--- src/rtl/dhtm_pkg.sv ---
// ----------------------------------------------------------------------------
// Timestamp mapper package
// Shared widths, codes and the record that moves from the front to the back.
// ----------------------------------------------------------------------------
`default_nettype none

package dhtm_pkg;

    // Field widths.
    localparam int SEQ_W      = 32;
    localparam int US_W       = 32;
    localparam int NS_W       = 63;
    localparam int DNS_W      = 42;   // device time in ns, dev_us * 1000 fits in 42 bits
    localparam int WD_W       = 30;
    localparam int SLEW_W     = 20;
    localparam int CFG_IDX_W  = 1;
    localparam int CFG_DATA_W = 30;

    // Request kinds.
    typedef enum logic [1:0] {
        ACT_PACKET = 2'd0,
        ACT_PRIME  = 2'd1,
        ACT_RESET  = 2'd2,
        ACT_UNUSED = 2'd3
    } t_action;

    // Configuration register indexes.
    localparam logic [CFG_IDX_W-1:0] REG_WIRE_DELAY = 1'd0;
    localparam logic [CFG_IDX_W-1:0] REG_MAX_SLEW   = 1'd1;

    // Constants.
    localparam logic [DNS_W-1:0]  NS_PER_US      = 42'd1000;
    localparam logic [SEQ_W-1:0]  BACKWARD_LIMIT = 32'h8000_0000;
    localparam logic [SLEW_W-1:0] SLEW_RESET     = 20'd2000;
    localparam logic [NS_W-1:0]   NS_MAX         = {NS_W{1'b1}};

    // Pre-classified request held in the queue.
    typedef struct packed {
        t_action            action;
        logic [SEQ_W-1:0]   seq;
        logic               has_stamp;
        logic [NS_W-1:0]    cand;      // offset estimate for this request
        logic [DNS_W-1:0]   dev_ns;
        logic [NS_W-1:0]    rx;
    } t_work;

    // Queue status seen by both sides.
    typedef struct packed {
        logic full;
        logic empty;
    } t_q_stat;

endpackage

`default_nettype wire

--- src/rtl/dhtm_ifs.sv ---
// ----------------------------------------------------------------------------
// Timestamp mapper channels
// Valid/ready channels for requests, results and configuration writes.
// ----------------------------------------------------------------------------
`default_nettype none

interface dhtm_in_if;
    logic                      valid;
    logic                      ready;
    logic [1:0]                action;
    logic [dhtm_pkg::SEQ_W-1:0] packet_sequence;
    logic                      stamp_valid;
    logic [dhtm_pkg::US_W-1:0] device_time_us;
    logic [dhtm_pkg::NS_W-1:0] receive_time_ns;

    modport source (output valid, action, packet_sequence, stamp_valid,
                    device_time_us, receive_time_ns, input ready);
    modport sink   (input valid, action, packet_sequence, stamp_valid,
                    device_time_us, receive_time_ns, output ready);
endinterface

interface dhtm_out_if;
    logic                      valid;
    logic                      ready;
    logic [dhtm_pkg::NS_W-1:0] sample_time_ns;
    logic                      dropped_duplicate;
    logic                      timing_was_reset;

    modport source (output valid, sample_time_ns, dropped_duplicate,
                    timing_was_reset, input ready);
    modport sink   (input valid, sample_time_ns, dropped_duplicate,
                    timing_was_reset, output ready);
endinterface

interface dhtm_cfg_if;
    logic                            valid;
    logic                            ready;
    logic [dhtm_pkg::CFG_IDX_W-1:0]  index;
    logic [dhtm_pkg::CFG_DATA_W-1:0] data;

    modport source (output valid, index, data, input ready);
    modport sink   (input valid, index, data, output ready);
endinterface

`default_nettype wire

--- src/rtl/device_host_timestamp_mapper.sv ---
// ----------------------------------------------------------------------------
// Device to host timestamp mapper
// Maps device microsecond stamps onto the host ns clock with slew-limited
// offset tracking, duplicate dropping and strictly increasing sample times.
// ----------------------------------------------------------------------------
//
//  Channel   Direction  Handshake    Carries
//  i_in      in         valid/ready  action, sequence, stamp, device and receive times
//  o_out     out        valid/ready  sample time, duplicate flag, timing reset flag
//  i_cfg     in         valid/ready  register index and write data
//
//  One request per cycle is accepted while the output is taken; each request passes
//  the front register, queue, tracking stage and output register in turn.
//  The sequence and offset tracking stage updates its state as each request passes,
//  which sets the one-per-cycle rate; sample ordering works on its result in r_b1.
//  Reset is synchronous and clears all tracking state; the registers reload their
//  reset values. Configuration writes are always ready.
//  An output stall holds the back end; the queue then fills and the input stalls.
// ----------------------------------------------------------------------------
`default_nettype none

module device_host_timestamp_mapper #(
    parameter int QUEUE_DEPTH = 4
) (
    input  wire logic  i_clk,
    input  wire logic  i_rst_n,
    dhtm_in_if.sink    i_in,
    dhtm_out_if.source o_out,
    dhtm_cfg_if.sink   i_cfg
);

    logic [dhtm_pkg::WD_W-1:0]    r_wire_delay_ns;
    logic [dhtm_pkg::SLEW_W-1:0]  r_max_slew_ns;

    logic                         push;
    logic                         pop;
    dhtm_pkg::t_work              push_work;
    dhtm_pkg::t_work              head_work;
    dhtm_pkg::t_q_stat            q_stat;

    // Configuration registers.
    assign i_cfg.ready = 1'b1;

    always_ff @(posedge i_clk) begin
        if (!i_rst_n) begin
            r_wire_delay_ns <= '0;
            r_max_slew_ns   <= dhtm_pkg::SLEW_RESET;
        end else if (i_cfg.valid) begin
            unique case (i_cfg.index)
                dhtm_pkg::REG_WIRE_DELAY: r_wire_delay_ns <= i_cfg.data[dhtm_pkg::WD_W-1:0];
                dhtm_pkg::REG_MAX_SLEW:   r_max_slew_ns   <= i_cfg.data[dhtm_pkg::SLEW_W-1:0];
            endcase
        end
    end

    dhtm_front u_front (
        .i_clk           (i_clk),
        .i_rst_n         (i_rst_n),
        .i_in            (i_in),
        .i_wire_delay_ns (r_wire_delay_ns),
        .i_q_stat        (q_stat),
        .o_push          (push),
        .o_work          (push_work)
    );

    dhtm_queue #(
        .DEPTH (QUEUE_DEPTH)
    ) u_queue (
        .i_clk   (i_clk),
        .i_rst_n (i_rst_n),
        .i_push  (push),
        .i_data  (push_work),
        .i_pop   (pop),
        .o_data  (head_work),
        .o_stat  (q_stat)
    );

    dhtm_back u_back (
        .i_clk         (i_clk),
        .i_rst_n       (i_rst_n),
        .i_work        (head_work),
        .i_q_stat      (q_stat),
        .i_max_slew_ns (r_max_slew_ns),
        .o_pop         (pop),
        .o_out         (o_out)
    );

endmodule

`default_nettype wire

--- src/rtl/dhtm_front.sv ---
// ----------------------------------------------------------------------------
// Timestamp mapper front end
// Accepts requests, scales the device time and forms the offset estimate.
// ----------------------------------------------------------------------------
`default_nettype none

module dhtm_front (
    input  wire logic                             i_clk,
    input  wire logic                             i_rst_n,
    dhtm_in_if.sink                               i_in,
    input  wire logic [dhtm_pkg::WD_W-1:0]        i_wire_delay_ns,
    input  wire dhtm_pkg::t_q_stat                i_q_stat,
    output logic                                  o_push,
    output dhtm_pkg::t_work                       o_work
);

    logic                         r_valid;
    dhtm_pkg::t_action            r_action;
    logic [dhtm_pkg::SEQ_W-1:0]   r_seq;
    logic                         r_has_stamp;
    logic [dhtm_pkg::DNS_W-1:0]   r_dev_ns;
    logic [dhtm_pkg::NS_W-1:0]    r_adj;
    logic [dhtm_pkg::NS_W-1:0]    r_rx;

    logic                         advance;
    logic [dhtm_pkg::DNS_W-1:0]   n_dev_ns;
    logic [dhtm_pkg::NS_W-1:0]    wd_ext;
    logic [dhtm_pkg::NS_W-1:0]    n_adj;
    logic [dhtm_pkg::NS_W-1:0]    dev_ext;

    // The stage moves on when empty or when the queue has room.
    assign advance    = !r_valid || !i_q_stat.full;
    assign i_in.ready = advance;
    assign o_push     = r_valid && !i_q_stat.full;

    // Device time in ns and receive time less the wire delay.
    always_comb begin
        n_dev_ns = dhtm_pkg::DNS_W'(i_in.device_time_us) * dhtm_pkg::NS_PER_US;
        wd_ext   = dhtm_pkg::NS_W'(i_wire_delay_ns);
        n_adj    = (i_in.receive_time_ns > wd_ext) ? i_in.receive_time_ns - wd_ext
                                                   : i_in.receive_time_ns;
    end

    always_ff @(posedge i_clk) begin
        if (!i_rst_n) begin
            r_valid <= 1'b0;
        end else if (advance) begin
            r_valid <= i_in.valid;
        end
    end

    always_ff @(posedge i_clk) begin
        if (advance && i_in.valid) begin
            r_action    <= dhtm_pkg::t_action'(i_in.action);
            r_seq       <= i_in.packet_sequence;
            r_has_stamp <= i_in.stamp_valid && (i_in.device_time_us != '0);
            r_dev_ns    <= n_dev_ns;
            r_adj       <= n_adj;
            r_rx        <= i_in.receive_time_ns;
        end
    end

    // Offset estimate, floored at zero.
    always_comb begin
        dev_ext          = dhtm_pkg::NS_W'(r_dev_ns);
        o_work.action    = r_action;
        o_work.seq       = r_seq;
        o_work.has_stamp = r_has_stamp;
        o_work.cand      = (r_adj > dev_ext) ? r_adj - dev_ext : '0;
        o_work.dev_ns    = r_dev_ns;
        o_work.rx        = r_rx;
    end

endmodule

`default_nettype wire

--- src/rtl/dhtm_queue.sv ---
// ----------------------------------------------------------------------------
// Timestamp mapper request queue
// Small register queue that lets the front and the back stall on their own.
// ----------------------------------------------------------------------------
`default_nettype none

module dhtm_queue #(
    parameter int DEPTH = 4
) (
    input  wire logic               i_clk,
    input  wire logic               i_rst_n,
    input  wire logic               i_push,
    input  wire dhtm_pkg::t_work    i_data,
    input  wire logic               i_pop,
    output dhtm_pkg::t_work         o_data,
    output dhtm_pkg::t_q_stat       o_stat
);

    localparam int IW = (DEPTH > 1) ? $clog2(DEPTH) : 1;
    localparam int CW = $clog2(DEPTH + 1);

    dhtm_pkg::t_work  r_mem [DEPTH];
    logic [IW-1:0]    r_wr_ptr;
    logic [IW-1:0]    r_rd_ptr;
    logic [CW-1:0]    r_count;

    assign o_stat.full  = (r_count == CW'(DEPTH));
    assign o_stat.empty = (r_count == '0);
    assign o_data       = r_mem[r_rd_ptr];

    always_ff @(posedge i_clk) begin
        if (i_push) begin
            r_mem[r_wr_ptr] <= i_data;
        end
    end

    // Pointers wrap at the last entry; the count tracks occupancy.
    always_ff @(posedge i_clk) begin
        if (!i_rst_n) begin
            r_wr_ptr <= '0;
            r_rd_ptr <= '0;
            r_count  <= '0;
        end else begin
            if (i_push) begin
                r_wr_ptr <= (r_wr_ptr == IW'(DEPTH - 1)) ? '0 : r_wr_ptr + 1'b1;
            end
            if (i_pop) begin
                r_rd_ptr <= (r_rd_ptr == IW'(DEPTH - 1)) ? '0 : r_rd_ptr + 1'b1;
            end
            if (i_push && !i_pop) begin
                r_count <= r_count + 1'b1;
            end else if (!i_push && i_pop) begin
                r_count <= r_count - 1'b1;
            end
        end
    end

    a_count_bound: assert property (@(posedge i_clk) disable iff (!i_rst_n)
        r_count <= CW'(DEPTH))
        else $error("queue occupancy above depth");

    a_count_step: assert property (@(posedge i_clk) disable iff (!i_rst_n)
        1'b1 |=> (r_count == $past(r_count) || r_count == CW'($past(r_count) + 1'b1)
                  || CW'(r_count + 1'b1) == $past(r_count)))
        else $error("queue occupancy jumped by more than one");

    a_no_pop_empty: assert property (@(posedge i_clk) disable iff (!i_rst_n)
        i_pop |-> !o_stat.empty)
        else $error("pop from empty queue");

endmodule

`default_nettype wire

--- src/rtl/dhtm_back.sv ---
// ----------------------------------------------------------------------------
// Timestamp mapper back end
// Tracks sequence and clock offset, then maps, caps and orders sample times.
// ----------------------------------------------------------------------------
`default_nettype none

module dhtm_back (
    input  wire logic                          i_clk,
    input  wire logic                          i_rst_n,
    input  wire dhtm_pkg::t_work               i_work,
    input  wire dhtm_pkg::t_q_stat             i_q_stat,
    input  wire logic [dhtm_pkg::SLEW_W-1:0]   i_max_slew_ns,
    output logic                               o_pop,
    dhtm_out_if.source                         o_out
);

    localparam int NS_W   = dhtm_pkg::NS_W;
    localparam int SLEW_W = dhtm_pkg::SLEW_W;

    typedef enum logic [1:0] {
        SM_NONE   = 2'd0,
        SM_RAW    = 2'd1,
        SM_MAPPED = 2'd2
    } t_smode;

    typedef struct packed {
        t_smode                      smode;
        logic                        clr_sample;
        logic                        dup;
        logic                        was_reset;
        logic [NS_W-1:0]             offset;
        logic [dhtm_pkg::DNS_W-1:0]  dev_ns;
        logic [NS_W-1:0]             rx;
    } t_b1;

    // Tracking state.
    logic                        r_seq_known;
    logic [dhtm_pkg::SEQ_W-1:0]  r_last_seq;
    logic                        r_off_known;
    logic [NS_W-1:0]             r_offset;
    logic [NS_W-1:0]             r_last_sample;

    logic                        n_seq_known;
    logic [dhtm_pkg::SEQ_W-1:0]  n_last_seq;
    logic                        n_off_known;
    logic [NS_W-1:0]             n_offset;
    logic [NS_W-1:0]             n_last_sample;

    // Stage registers.
    logic                        r_b1_valid;
    t_b1                         r_b1;
    t_b1                         n_b1;
    logic                        r_out_valid;
    logic [NS_W-1:0]             r_out_sample;
    logic                        r_out_dup;
    logic                        r_out_reset;

    logic                        back_en;
    logic [dhtm_pkg::SEQ_W-1:0]  fwd;
    logic                        back_jump;
    logic                        is_dup;
    logic                        clr;
    logic                        base_known;
    logic [NS_W-1:0]             base_off;
    logic [NS_W:0]               diff;
    logic [SLEW_W-1:0]           step;
    logic [NS_W-1:0]             tracked;

    logic [NS_W-1:0]             last_eff;
    logic [NS_W:0]               mapped;
    logic [NS_W-1:0]             capped;
    logic [NS_W-1:0]             base_sample;
    logic [NS_W-1:0]             sample;

    // The whole back end advances together when the output can move.
    assign back_en = !r_out_valid || o_out.ready;
    assign o_pop   = back_en && !i_q_stat.empty;

    // Sequence check and offset tracking for the request at the queue head.
    always_comb begin
        fwd        = i_work.seq - r_last_seq;
        back_jump  = r_seq_known && (fwd > dhtm_pkg::BACKWARD_LIMIT);
        is_dup     = r_seq_known && (i_work.seq == r_last_seq);
        clr        = back_jump && (((i_work.action == dhtm_pkg::ACT_PACKET) && !is_dup)
                                   || (i_work.action == dhtm_pkg::ACT_PRIME));
        base_known = clr ? 1'b0 : r_off_known;
        base_off   = clr ? '0 : r_offset;

        // A lower estimate is taken at once, a higher one is slew limited.
        diff = {1'b0, i_work.cand} - {1'b0, base_off};
        if ((diff[NS_W-1:SLEW_W] != '0) || (diff[SLEW_W-1:0] > i_max_slew_ns)) begin
            step = i_max_slew_ns;
        end else begin
            step = diff[SLEW_W-1:0];
        end
        tracked = base_off + NS_W'(step);

        n_seq_known       = r_seq_known;
        n_last_seq        = r_last_seq;
        n_off_known       = base_known;
        n_offset          = base_off;
        n_b1.smode        = SM_NONE;
        n_b1.clr_sample   = clr;
        n_b1.dup          = 1'b0;
        n_b1.was_reset    = clr;
        n_b1.offset       = base_off;
        n_b1.dev_ns       = i_work.dev_ns;
        n_b1.rx           = i_work.rx;

        unique case (i_work.action)
            dhtm_pkg::ACT_PACKET: begin
                if (is_dup) begin
                    n_b1.dup = 1'b1;
                end else begin
                    n_seq_known = 1'b1;
                    n_last_seq  = i_work.seq;
                    if (i_work.has_stamp) begin
                        n_off_known = 1'b1;
                        if (!base_known || diff[NS_W]) begin
                            n_offset = i_work.cand;
                        end else begin
                            n_offset = tracked;
                        end
                        n_b1.smode = SM_MAPPED;
                    end else begin
                        n_b1.smode = SM_RAW;
                    end
                    n_b1.offset = n_offset;
                end
            end
            dhtm_pkg::ACT_PRIME: begin
                if (clr) begin
                    n_seq_known = 1'b0;
                end
                if (i_work.has_stamp && !base_known) begin
                    n_off_known = 1'b1;
                    n_offset    = i_work.cand;
                end
            end
            dhtm_pkg::ACT_RESET: begin
                n_seq_known     = 1'b0;
                n_last_seq      = '0;
                n_off_known     = 1'b0;
                n_offset        = '0;
                n_b1.clr_sample = 1'b1;
                n_b1.was_reset  = 1'b1;
            end
            dhtm_pkg::ACT_UNUSED: begin
                n_b1.clr_sample = 1'b0;
                n_b1.was_reset  = 1'b0;
            end
        endcase
    end

    // Map, cap at the receive time and force a strict increase.
    always_comb begin
        last_eff    = r_b1.clr_sample ? '0 : r_last_sample;
        mapped      = {1'b0, NS_W'(r_b1.dev_ns)} + {1'b0, r_b1.offset};
        capped      = (mapped < {1'b0, r_b1.rx}) ? mapped[NS_W-1:0] : r_b1.rx;
        base_sample = (r_b1.smode == SM_RAW) ? r_b1.rx : capped;
        if ((last_eff != '0) && (base_sample <= last_eff)) begin
            sample = (last_eff == dhtm_pkg::NS_MAX) ? dhtm_pkg::NS_MAX : last_eff + 1'b1;
        end else begin
            sample = base_sample;
        end
        n_last_sample = (r_b1.smode == SM_NONE) ? last_eff : sample;
    end

    // Control and state registers.
    always_ff @(posedge i_clk) begin
        if (!i_rst_n) begin
            r_seq_known   <= 1'b0;
            r_last_seq    <= '0;
            r_off_known   <= 1'b0;
            r_offset      <= '0;
            r_last_sample <= '0;
            r_b1_valid    <= 1'b0;
            r_out_valid   <= 1'b0;
        end else if (back_en) begin
            r_b1_valid  <= !i_q_stat.empty;
            r_out_valid <= r_b1_valid;
            if (!i_q_stat.empty) begin
                r_seq_known <= n_seq_known;
                r_last_seq  <= n_last_seq;
                r_off_known <= n_off_known;
                r_offset    <= n_offset;
            end
            if (r_b1_valid) begin
                r_last_sample <= n_last_sample;
            end
        end
    end

    // Payload registers.
    always_ff @(posedge i_clk) begin
        if (back_en) begin
            if (!i_q_stat.empty) begin
                r_b1 <= n_b1;
            end
            if (r_b1_valid) begin
                r_out_sample <= (r_b1.smode == SM_NONE) ? '0 : sample;
                r_out_dup    <= r_b1.dup;
                r_out_reset  <= r_b1.was_reset;
            end
        end
    end

    assign o_out.valid             = r_out_valid;
    assign o_out.sample_time_ns    = r_out_sample;
    assign o_out.dropped_duplicate = r_out_dup;
    assign o_out.timing_was_reset  = r_out_reset;

    a_offset_cleared: assert property (@(posedge i_clk) disable iff (!i_rst_n)
        !r_off_known |-> (r_offset == '0))
        else $error("offset held while unknown");

    a_dup_quiet: assert property (@(posedge i_clk) disable iff (!i_rst_n)
        (r_out_valid && r_out_dup) |-> ((r_out_sample == '0) && !r_out_reset))
        else $error("duplicate carries a sample or a timing reset");

    a_sample_order: assert property (@(posedge i_clk) disable iff (!i_rst_n)
        (back_en && r_b1_valid && (r_b1.smode != SM_NONE) && (last_eff != '0)
         && (last_eff != dhtm_pkg::NS_MAX)) |-> (sample > last_eff))
        else $error("sample time not strictly increasing");

endmodule

`default_nettype wire
--- src/flat_wrapper.sv ---
// flat-port wrapper written by rule: the top's interface ports become plain ports
module device_host_timestamp_mapper_flat 
#(
    parameter int QUEUE_DEPTH = 4
)
  (i_clk, i_rst_n, i_in_valid, i_in_action, i_in_packet_sequence, i_in_stamp_valid, i_in_device_time_us, i_in_receive_time_ns, i_in_ready, o_out_valid, o_out_sample_time_ns, o_out_dropped_duplicate, o_out_timing_was_reset, o_out_ready, i_cfg_valid, i_cfg_index, i_cfg_data, i_cfg_ready);
  dhtm_in_if i_in_i ();
  dhtm_out_if o_out_i ();
  dhtm_cfg_if i_cfg_i ();
  input  wire logic i_clk;
  input  wire logic i_rst_n;
  input wire logic [$bits(i_in_i.valid)-1:0] i_in_valid;
  input wire logic [$bits(i_in_i.action)-1:0] i_in_action;
  input wire logic [$bits(i_in_i.packet_sequence)-1:0] i_in_packet_sequence;
  input wire logic [$bits(i_in_i.stamp_valid)-1:0] i_in_stamp_valid;
  input wire logic [$bits(i_in_i.device_time_us)-1:0] i_in_device_time_us;
  input wire logic [$bits(i_in_i.receive_time_ns)-1:0] i_in_receive_time_ns;
  output wire logic [$bits(i_in_i.ready)-1:0] i_in_ready;
  output wire logic [$bits(o_out_i.valid)-1:0] o_out_valid;
  output wire logic [$bits(o_out_i.sample_time_ns)-1:0] o_out_sample_time_ns;
  output wire logic [$bits(o_out_i.dropped_duplicate)-1:0] o_out_dropped_duplicate;
  output wire logic [$bits(o_out_i.timing_was_reset)-1:0] o_out_timing_was_reset;
  input wire logic [$bits(o_out_i.ready)-1:0] o_out_ready;
  input wire logic [$bits(i_cfg_i.valid)-1:0] i_cfg_valid;
  input wire logic [$bits(i_cfg_i.index)-1:0] i_cfg_index;
  input wire logic [$bits(i_cfg_i.data)-1:0] i_cfg_data;
  output wire logic [$bits(i_cfg_i.ready)-1:0] i_cfg_ready;
  assign i_in_i.valid = i_in_valid;
  assign i_in_i.action = i_in_action;
  assign i_in_i.packet_sequence = i_in_packet_sequence;
  assign i_in_i.stamp_valid = i_in_stamp_valid;
  assign i_in_i.device_time_us = i_in_device_time_us;
  assign i_in_i.receive_time_ns = i_in_receive_time_ns;
  assign i_in_ready = i_in_i.ready;
  assign o_out_valid = o_out_i.valid;
  assign o_out_sample_time_ns = o_out_i.sample_time_ns;
  assign o_out_dropped_duplicate = o_out_i.dropped_duplicate;
  assign o_out_timing_was_reset = o_out_i.timing_was_reset;
  assign o_out_i.ready = o_out_ready;
  assign i_cfg_i.valid = i_cfg_valid;
  assign i_cfg_i.index = i_cfg_index;
  assign i_cfg_i.data = i_cfg_data;
  assign i_cfg_ready = i_cfg_i.ready;
  device_host_timestamp_mapper #(.QUEUE_DEPTH(QUEUE_DEPTH)) u_core (.i_clk(i_clk), .i_rst_n(i_rst_n), .i_in(i_in_i), .o_out(o_out_i), .i_cfg(i_cfg_i));
endmodule
--- config.mk ---
export PLATFORM = sky130hd
export DESIGN_NAME = device_host_timestamp_mapper_flat
export DESIGN_NICKNAME = d
export VERILOG_FILES = /design/src/rtl/dhtm_pkg.sv /design/src/rtl/dhtm_ifs.sv /design/src/rtl/device_host_timestamp_mapper.sv /design/src/rtl/dhtm_front.sv /design/src/rtl/dhtm_queue.sv /design/src/rtl/dhtm_back.sv /design/src/flat_wrapper.sv
export SDC_FILE = /design/constraint.sdc
export NUM_CORES = 2
export LEC_CHECK = 0
export ABC_AREA = 1
export BUFFER_PORTS_ARGS = -buffer_cell sky130_fd_sc_hd__buf_2
export CORE_MARGIN = 2
export CORE_UTILIZATION = 46
export DETAILED_ROUTE_END_ITERATION = 12
export PLACE_DENSITY = 0.72
export SYNTH_ARGS = -nofsm -noshare
export SYNTH_HDL_FRONTEND = slang
export SYNTH_SLANG_ARGS = --single-unit
export TNS_END_PERCENT = 20
--- constraint.sdc ---
create_clock -name i_clk -period 11.8 [get_ports i_clk]
set_input_delay 1.77 -clock i_clk [delete_from_list [all_inputs] [get_ports i_clk]]
set_output_delay 1.77 -clock i_clk [all_outputs]
set_load 0.01 [all_outputs]
==> results by group <==
Routing
  – Post-route ant nets: 0
  – WL per Instance: 24.3 um
  – Drt drc: 0
  – DR pass1 iterations: 12
  – DRT Wirelength: 303,000 um
  – Via count: 72,163
  – Average vias per placed instance: 5.79
  – Iter 0 DRT Violations: 8,415

STA
  – Worst Tran Pin Value: 1.37 ns
  – Final setup vio count: 0
  – Worst Skew: 0.0487 ns
  – Slew headroom: 8.95%
  – Sum Neg Setup Slack: 0 ns
  – Slew Limit Fails: 0
  – RSZ-0062 raised after global routing: no
  – Fin crit share: 94.4%
  – Final worst path period need: 11.14 ns
  – FMAX: 0.0897 GHz
  – Hold Fails Final Rpt: 0

Clock network
  – CTS Buf Count: 156
  – Clock Pin Slew Worst Setup and Hold Paths: 0.07 ns
  – Sink Count: 1,456
  – Maximum clock path buffer count: 3
  – Clk_lat worst skew: 0.86 ns
  – Root Driver: clkbuf_16
  – # H-tree levels: 4
  – TritonCTS clock tree: built

Yosys
  – Syn Area/Cell: 8.88 um2
  – Register area share after synthesis: 48.1%
  – Area leader, netlist: edfxtp_1
  – Post-Syn Nets: 10,481
  – Mapped Cells: 9,706
  – Top cells by area, synth: edfxtp_1, nand2_1, ha_1
  – Post-synth ARST share: 0%
  – Yosys cell types: 68
  – Post-synth EDFFs: 1,234
  – Post-synth top cells: nand2_1, edfxtp_1, inv_1
  – Yosys reg bits: 1,456
  – Top FF cell, synth: edfxtp_1
  – Synth warn: 0
  – Top cell type's share of synthesized area: 43.0%
  – Most numerous cell in the Yosys netlist: nand2_1
  – Synthesized area: 86,200 um2

Critical path
  – Worst EP arrival: 11.63 ns
  – Critical path type: register to register
  – Crit path capture type: register
  – Slowest CP cell: dfxtp_4
  – Worst-path fanout max: 90
  – Buffers & Inverters on Critical Path: 5
  – Nature of the critical path startpoint: register
  – Worst Path Required: 12.29 ns
  – Slowest stage delay, CP: 0.45 ns
  – Top Family by Delay on Critical Path: simple AND/OR/NAND/NOR gates
  – Most common cell on crit path: nand2_1

Global routing
  – Largest net degree at the start of global routing: 151
  – Grt total ovfl: 0
  – Global-route wire length before repair: 442,000 um
  – Vias in the first global route: 68,064
  – Initial antenna violation count: 20
  – Total GRT Usage: 30.9%

Status
  – Status: finished, final reports clean

Floorplanning
  – Die area: 191,000 um2
  – # IOs: 234
  – Cell Rows: 158
  – Initial Utilization: 46.4%
  – Die height: 437 um
  – Die W: 437 um
  – Core Area: 186,000 um2

Final layout
  – Share of cells above drive strength 1: 8.22%
  – Area Overhead vs Synth: 10.7%
  – Final nets: 10,627
  – Sequential cell area: 41,500 um2
  – Fillers: 17,017
  – Multi-input logic area: 38,900 um2

Hold path
  – Hold Path Class: register to register

Place
  – GP Congestion: 1.03
  – Port buffer count: 232
  – Hpwl dp: 224,000 um

Job
  – Number of max-cap violations: 0
-- registers in the layout, indices dropped and copies added, names as in the netlist, 2 cells and up, named ones only --
register / cells
u_core.u_queue.r_mem: 800
u_core.u_back.r_b1: 169
u_core.u_back.o_out.sample_time_ns: 63
u_core.u_back.r_last_sample: 63
u_core.u_back.r_offset: 63
u_core.u_front.r_adj: 63
u_core.u_front.r_rx: 63
u_core.u_front.r_dev_ns: 39
u_core.u_back.r_last_seq: 32
u_core.u_front.r_seq: 32
u_core.r_wire_delay_ns: 30
u_core.r_max_slew_ns: 20
u_core.u_queue.r_count: 3
u_core.u_front.r_action: 2
u_core.u_queue.r_rd_ptr: 2
u_core.u_queue.r_wr_ptr: 2
-- repair_timing --
action | in CTS | in global routing
setup buffers | 0 | 2
resized for setup | 0 | 5
hold buffers | 0 | 0
endpoints found under the setup margin | 0 | 79
-- path summary, 6_finish.rpt --
check	slack, ns	cells after the start	start	endpoint
min reg2reg	0.47	2	u_core.r_wire_delay_ns[2]$_SDFFE_PN0P_	u_core.r_wire_delay_ns[2]$_SDFFE_PN0P_
min	0.47	2	u_core.r_wire_delay_ns[2]$_SDFFE_PN0P_	u_core.r_wire_delay_ns[2]$_SDFFE_PN0P_
max reg2reg	0.66	56	register	u_core.u_back.r_b1[141]$_DFFE_PP_
max	0.66	56	register	u_core.u_back.r_b1[141]$_DFFE_PP_
-- per-layer routing --
metal / vias to the layer above / wire length [um] / share of wire [%] / GRT usage (%)
met5: - / 32 / 0.011 / 0
met1: 34554 / 123000 / 41 / 41.1
met4: 6 / 19000 / 6.3 / 17.5
met2: 3382 / 135000 / 45 / 48.0
met3: 659 / 25300 / 8.4 / 5.15
li1: 33562 / - / - / -
-- area by class of cell --
cell class	count	share of cell area, %
multi-input combinational	6725	40.8
clock buffer	195	4.35
sequential	1456	43.5
antenna	4	0.0105
inverter	1160	4.59
timing repair buffer	353	2.34
tap	2480	3.25
clock inverter	94	1.21
-- tightest hold or removal path, stage by stage, from the launching register on --
cell,delay [ns]
dfxtp_1,0.30
inv_1,0.06
a21oi_1,0.06
-- cell usage in the layout, fill, tap and decap left out, drive strengths merged, types with 5 or more instances in the layout --
cell      count
clkbuf      195
a21boi       27
inv        1176
ha          484
nor4         51
o21bai       16
o2111ai      14
buf         353
xor2        209
nand3       331
or2          70
a211oi       45
bufinv       17
a31oi        67
o21ai       946
o211ai       41
o22ai       157
nor2       1130
nand3b        9
dfxtp       222
a32oi        25
xnor2       128
a21oi       813
nand2      1691
clkinv       51
fa          125
a21o         19
o21a         20
nand4       138
nor3        101
a32o         17
edfxtp     1234
a221oi        6
o221ai       11
clkinvlp     10
o221a         5
o31ai         6
-- cells by family (layout without fill, tap and decap cells) --
group,Yosys count,count (layout),share of synthesized area [%]
AND/OR/NAND/NOR,3535,3535,17.3
AO/OA/AOI/OAI,2243,2243,14.4
buffers and inverters,1525,1802,6.89
flip-flops,1456,1456,48.1
adder cells (fa/ha/maj),609,609,9.93
XOR/XNOR,337,337,3.42
other,1,5,0.00435
-- stage by stage --
stage	util, %	cell area, um2	setup WS [ns]	hold WS [ns]	cells
2_1_floorplan	-	86200	0.399	0.400	9706
3_3_place_gp	48.5	90100	0.332	0.447	12172
3_5_place_dp	48.5	90100	0.504	0.458	12172
4_1_cts	51.3	95400	0.483	0.466	12461
5_1_grt	51.4	95500	0.0356	0.491	12464
6_report	51.4	95500	0.655	0.466	12467
Power is not shown: default switching activity piles up to over one toggle a cycle in this logic, so the estimate is an artifact.
